[config.mk]
export PLATFORM = sky130hd
export DESIGN_NAME = chse_ram
export DESIGN_NICKNAME = d
export VERILOG_FILES = /design/src/hw/rtl/chse_ram.sv
export SDC_FILE = /design/constraint.sdc
export NUM_CORES = 1
export LEC_CHECK = 0
export ABC_AREA = 1
export BUFFER_PORTS_ARGS = -buffer_cell sky130_fd_sc_hd__buf_4
export CAP_MARGIN = 0
export CORE_ASPECT_RATIO = 0.6
export CORE_UTILIZATION = 40
export CTS_BUF_LIST = sky130_fd_sc_hd__clkbuf_4 sky130_fd_sc_hd__clkbuf_8 sky130_fd_sc_hd__clkbuf_16
export CTS_CLUSTER_SIZE = 24
export DETAILED_ROUTE_END_ITERATION = 12
export MAX_ROUTING_LAYER = met4
export PLACE_DENSITY = 0.53
export SLEW_MARGIN = 20
export SYNTH_ARGS = -nofsm -noshare
export SYNTH_HDL_FRONTEND = slang
export SYNTH_SLANG_ARGS = --single-unit
export TNS_END_PERCENT = 30
[constraint.sdc]
create_clock -name clk_i -period 1.7 [get_ports clk_i]
set_input_delay 0.34 -clock clk_i [delete_from_list [all_inputs] [get_ports clk_i]]
set_output_delay 0.34 -clock clk_i [all_outputs]
set_load 0.02 [all_outputs]
[src/hw/rtl/chse_ram.sv]
module chse_ram #(
  parameter int unsigned WIDTH = 8,
  parameter int unsigned DEPTH = 16
) (
  input  logic                     clk_i,
  input  logic                     we_i,
  input  logic [$clog2(DEPTH)-1:0] waddr_i,
  input  logic [WIDTH-1:0]         wdata_i,
  input  logic [$clog2(DEPTH)-1:0] raddr_i,
  output logic [WIDTH-1:0]         rdata_o
);

  logic [WIDTH-1:0] mem_q [DEPTH];
  logic [WIDTH-1:0] rdata_q;

  // One write port and one registered read port.
  always_ff @(posedge clk_i) begin
    if (we_i) begin
      mem_q[waddr_i] <= wdata_i;
    end
    rdata_q <= mem_q[raddr_i];
  end

  assign rdata_o = rdata_q;

endmodule
==> results <==
- The run finished with clean final reports.
- On the final layout, the worst clock skew is 8.04 ps.
- Once layout is complete, the utilization of the core stands at 49.5%.
- The endpoint identified for the worst register-to-register timing path is rdata_o[6]$_DFF_P_.
- The deepest level of the CTS H-tree is 4.
- Based on the critical path, the design can be clocked at up to 800 MHz.
- Cell internal power was estimated by the tool at 0.00622 W.
- Once the floorplan was initialized, standard cells occupied 41.6% of the core.
- The share of the Yosys chip area taken by registers is 69.4%.
- The flip-flop and latch count after synthesis is 136.
- The number of setup buffers added after CTS is 0.
- Global routing consumed, on the met3 layer, 4.77% of the routing resources.
- The number of max-cap violations is 0.
- The worst register-to-register path begins at mem_q[7][6]$_DFFE_PP_.
- The layer flagged by global routing as most heavily used is met1.
- The number of global-route vias before repair was 3612.
- At the worst endpoint, the arrival time is 910 ps.
- The filler cells instantiated in the layout total 1272.
- The clock network accounts for 46.0% of the total power.
- The total routing usage reported by global routing is 21.4%.
- During synthesis, Yosys emitted a total of 0 warnings.
- The count of port buffers added during placement is 25.
- The slowest library cell on the worst path is sky130_fd_sc_hd__dfxtp_1.
- Together, buffers and inverters on the worst path number 1.
- The average footprint of a synthesized cell is 10.5 um^2.
- For this run, global-route usage on met2 was measured as 29.4%.
- In this run the vertical extent of the chip is 95.0 um.
- Setup violations remaining at the end of the flow were counted as 0.
- The half-perimeter wire length after detailed placement is 8680 um.
- The termination of the worst setup path is rdata_o[1].
- The net switching fraction of the power is 22.1%.
- TritonCTS built the clock tree.
- Ranked by total cell area, the synthesized netlist is headed by sky130_fd_sc_hd__edfxtp_1 (67%), sky130_fd_sc_hd__nand2_1 (11%), sky130_fd_sc_hd__nand3_1 (8.4%).
- For this design the ratio of total power to cell area is 1160 mW/mm^2.
- The clock-pin slew of the registers on the worst-case setup and hold paths is 60 ps.
- In this run, post-CTS repair resized a total of 0 instances.
- The count of endpoints failing hold in the final timing report is 0.
- For this run, design rule violations remaining after detail routing come to 0.
- The area enclosed by the die boundary is 0.0149 mm^2.
- The clock insertion delay at the later pin of the skew report is 420 ps.
- The path class of the tightest hold or removal check is input pin to flop.
- Setup repair after global routing left no endpoint under its margin.
- sky130_fd_sc_hd__edfxtp_1 takes more of the synthesized area than any other cell.
- Hold repair after CTS inserted 0 buffers.
- The normalized max-slew margin is 82.4%.
- OpenSTA, run right after detailed placement, puts the worst setup slack at 251 ps.
- The clock root buffer is sky130_fd_sc_hd__clkbuf_16.
- The final net count is 615.
- During I/O placement, the number of pins put on the boundary was 26.
- Summed over all cells, the static leakage comes to 2.97 nW.
- The aggregate routed wire length is 13900 um.
- The clock drives 136 sinks.
- Per report_power, the combinational group accounts for 6.7% of the total.
- The critical path startpoint is rdata_o[1]$_DFF_P_.
- The area share of the largest cell type after synthesis is 66.7%.
- The critical path goes through buf_4.
- Setup total negative slack on the finished layout was measured at 0 ps.
- Synthesis produced a netlist whose cell count is 551.
- Using the TritonRoute via totals, the vias-per-cell ratio works out to 4.80.
- The endpoint kind of the worst setup timing path is an output port.
- By area, the combinational part of the netlist is dominated by simple AND/OR/NAND/NOR gates.
- The area growth from synthesis to layout is 19.0%.
- Counting the buffers created by CTS gives 17.
- The compound-gate portion of the synthesized area is 0%.
- The cell area after synthesis is 0.00577 mm^2.
- In the synthesized netlist, the cells that appear most often are sky130_fd_sc_hd__nand2_1 (173), sky130_fd_sc_hd__edfxtp_1 (128), sky130_fd_sc_hd__inv_1 (100).
- Cells with a size suffix above 1 make up 13.6% of the layout.
- The total vias in the final route is 3849.
- For the pin with the worst max-slew slack, the measured transition is 264 ps.
- Measured against the total synthesized area, the mux share comes to 0%.
- Of the total synthesized cell area, the portion taken by AND, OR, NAND and NOR gates is 21.0%.
- The most common cell in the netlist is sky130_fd_sc_hd__nand2_1.
- The total congestion overflow after global routing is 0.
- The share of power burned in registers is 47.2%.
- The number of detailed-routing iterations run before antenna repair is 5.
- In this run the remaining antenna-violating nets after routing total 0.
- The final RePlAce weighted congestion is 0.847.
- The smallest clock period supported by the final layout is computed as 1250 ps.
- The floorplan core area is 0.0139 mm^2.
- The critical path depth is 1.
- From left edge to right edge, the die measures 157 um.
- The kind of critical path is flop to output port.
- At the worst endpoint, the required time is 1360 ps.
- The global-route wire length before repair is 21400 um.
- The worst-case IR drop observed on VDD is 0.636 mV.
- The largest stage delay on the critical path is 350 ps.
- The repair_antennas step left the layout with diodes totalling 0.
- The xor/xnor cell area share of the yosys netlist is 0%.
- The worst setup slack for register-to-register paths is 620 ps.
- The routed length per instance is 17.3 um.
- The maximum number of pins on one net before global-route repair is 49.
- The number of core rows is 33.
- The number of cells on the worst reg-to-reg path is 6.
- The post-synthesis cell type count is 12.
- STA classifies the critical path startpoint as a flop.
- The final critical-path setup slack is 451 ps.
- Counting flops with a built-in enable in the synthesized netlist gives 128.
- The maximum net fanout on the critical path is 1.
- In the synthesized netlist the dominant register cell turns out to be sky130_fd_sc_hd__edfxtp_1.
- The longest clock path from root to sink contains 2 buffers.
- Of the available clock period, the critical path in the final layout requires 73.5%.
- The async set-or-reset flop fraction in the synthesized netlist is 0%.
- When the netlist entered floorplanning its net count stood at 569.
- For this block, the initial DRC count from the detailed router was 454.
- The analysis attributes to net switching a power of 0.00176 W.
- The number of antenna violations at the first check in global routing is 0.
- Among cell families on the critical path, the largest total delay comes from flip-flops.
- The synthesized-area fraction occupied by adder cells is 0%.
- The max-slew violation count was 0.
- In the global route stage, met1 resource usage came out at 31.6%.
-- metal layers --
layer	vias to the layer above	wire (um)	share of wire (%)
li1	1867	-	-
met4	0	82	0.59
met1	1860	7100	51
met5	-	0	0
met2	112	5870	42
met3	10	823	5.9
-- registers in the layout (all words and copies together), names as in the netlist --
name / flops
rdata_o: 8
mem_q: 128
-- stage by stage --
stage | power [W] | hold slack [ps] | std cells | cell area (um^2)
after floorplan | 0.00413 | 439 | 551 | 5770
after global placement | 0.00438 | 655 | 770 | 6270
after detailed placement | 0.00438 | 667 | 770 | 6270
after CTS | 0.00803 | 245 | 802 | 6860
after global routing | 0.00824 | 274 | 802 | 6860
final | 0.00798 | 255 | 802 | 6860
-- area by class of cell --
class                   instances  area, um^2  share of cell area (%)
inverters                     102         383                    5.58
clock inverters                14         158                    2.30
clock buffers                  18         433                    6.31
well taps                     192         240                    3.50
flip-flops and latches        136        4000                    58.3
repair buffers                 51         433                    6.31
multi-input cells             289        1210                    17.7
-- how the worst min path moves through the flow --
stage	from	endpoint	slack (ps)	depth (start not counted)
finish	raddr_i[3]	rdata_o[2]$_DFF_P_	260	3
global route	raddr_i[3]	rdata_o[4]$_DFF_P_	270	3
CTS	raddr_i[3]	rdata_o[2]$_DFF_P_	240	3
detailed placement	mem_q[10][0]$_DFFE_PP_	rdata_o[0]$_DFF_P_	670	6
global placement	mem_q[15][6]$_DFFE_PP_	rdata_o[6]$_DFF_P_	650	6
floorplan	wdata_i[0]	mem_q[0][0]$_DFFE_PP_	440	0
-- power by group through the flow --
stage	clock network [W]	logic, W	registers, W
4_1_cts	0.00371	0.000543	0.00377
3_5_place_dp	0	0.000540	0.00384
6_report	0.00368	0.000539	0.00377
5_1_grt	0.00387	0.000595	0.00378
3_3_place_gp	0	0.000537	0.00384
2_1_floorplan	0	0.000264	0.00386
-- cells by family after synthesis --
family        count (synthesis)
buf+inv                     126
flops                       136
simple gates                289
-- worst min-delay path, delay by kind of cell --
kind          cells  cell delay [ps]
buf+inv           1              150
simple gates      2              140
-- placed cells by master (no fill, tap or decap), types with 2 or more instances in the layout --
cell	netlist	layout
sky130_fd_sc_hd__buf_12	0	4
sky130_fd_sc_hd__buf_4	4	47
sky130_fd_sc_hd__dfxtp_1	8	8
sky130_fd_sc_hd__bufinv_16	0	3
sky130_fd_sc_hd__inv_1	100	100
sky130_fd_sc_hd__nand3_1	97	97
sky130_fd_sc_hd__inv_2	2	2
sky130_fd_sc_hd__clkinvlp_4	0	3
sky130_fd_sc_hd__clkinv_1	0	2
sky130_fd_sc_hd__nand3b_1	2	2
sky130_fd_sc_hd__nand2_1	173	173
sky130_fd_sc_hd__clkinv_4	0	2
sky130_fd_sc_hd__clkbuf_16	0	17
sky130_fd_sc_hd__nor2_1	17	17
sky130_fd_sc_hd__edfxtp_1	128	128
sky130_fd_sc_hd__clkinv_2	0	4
Power figures use the tool's default switching activity.
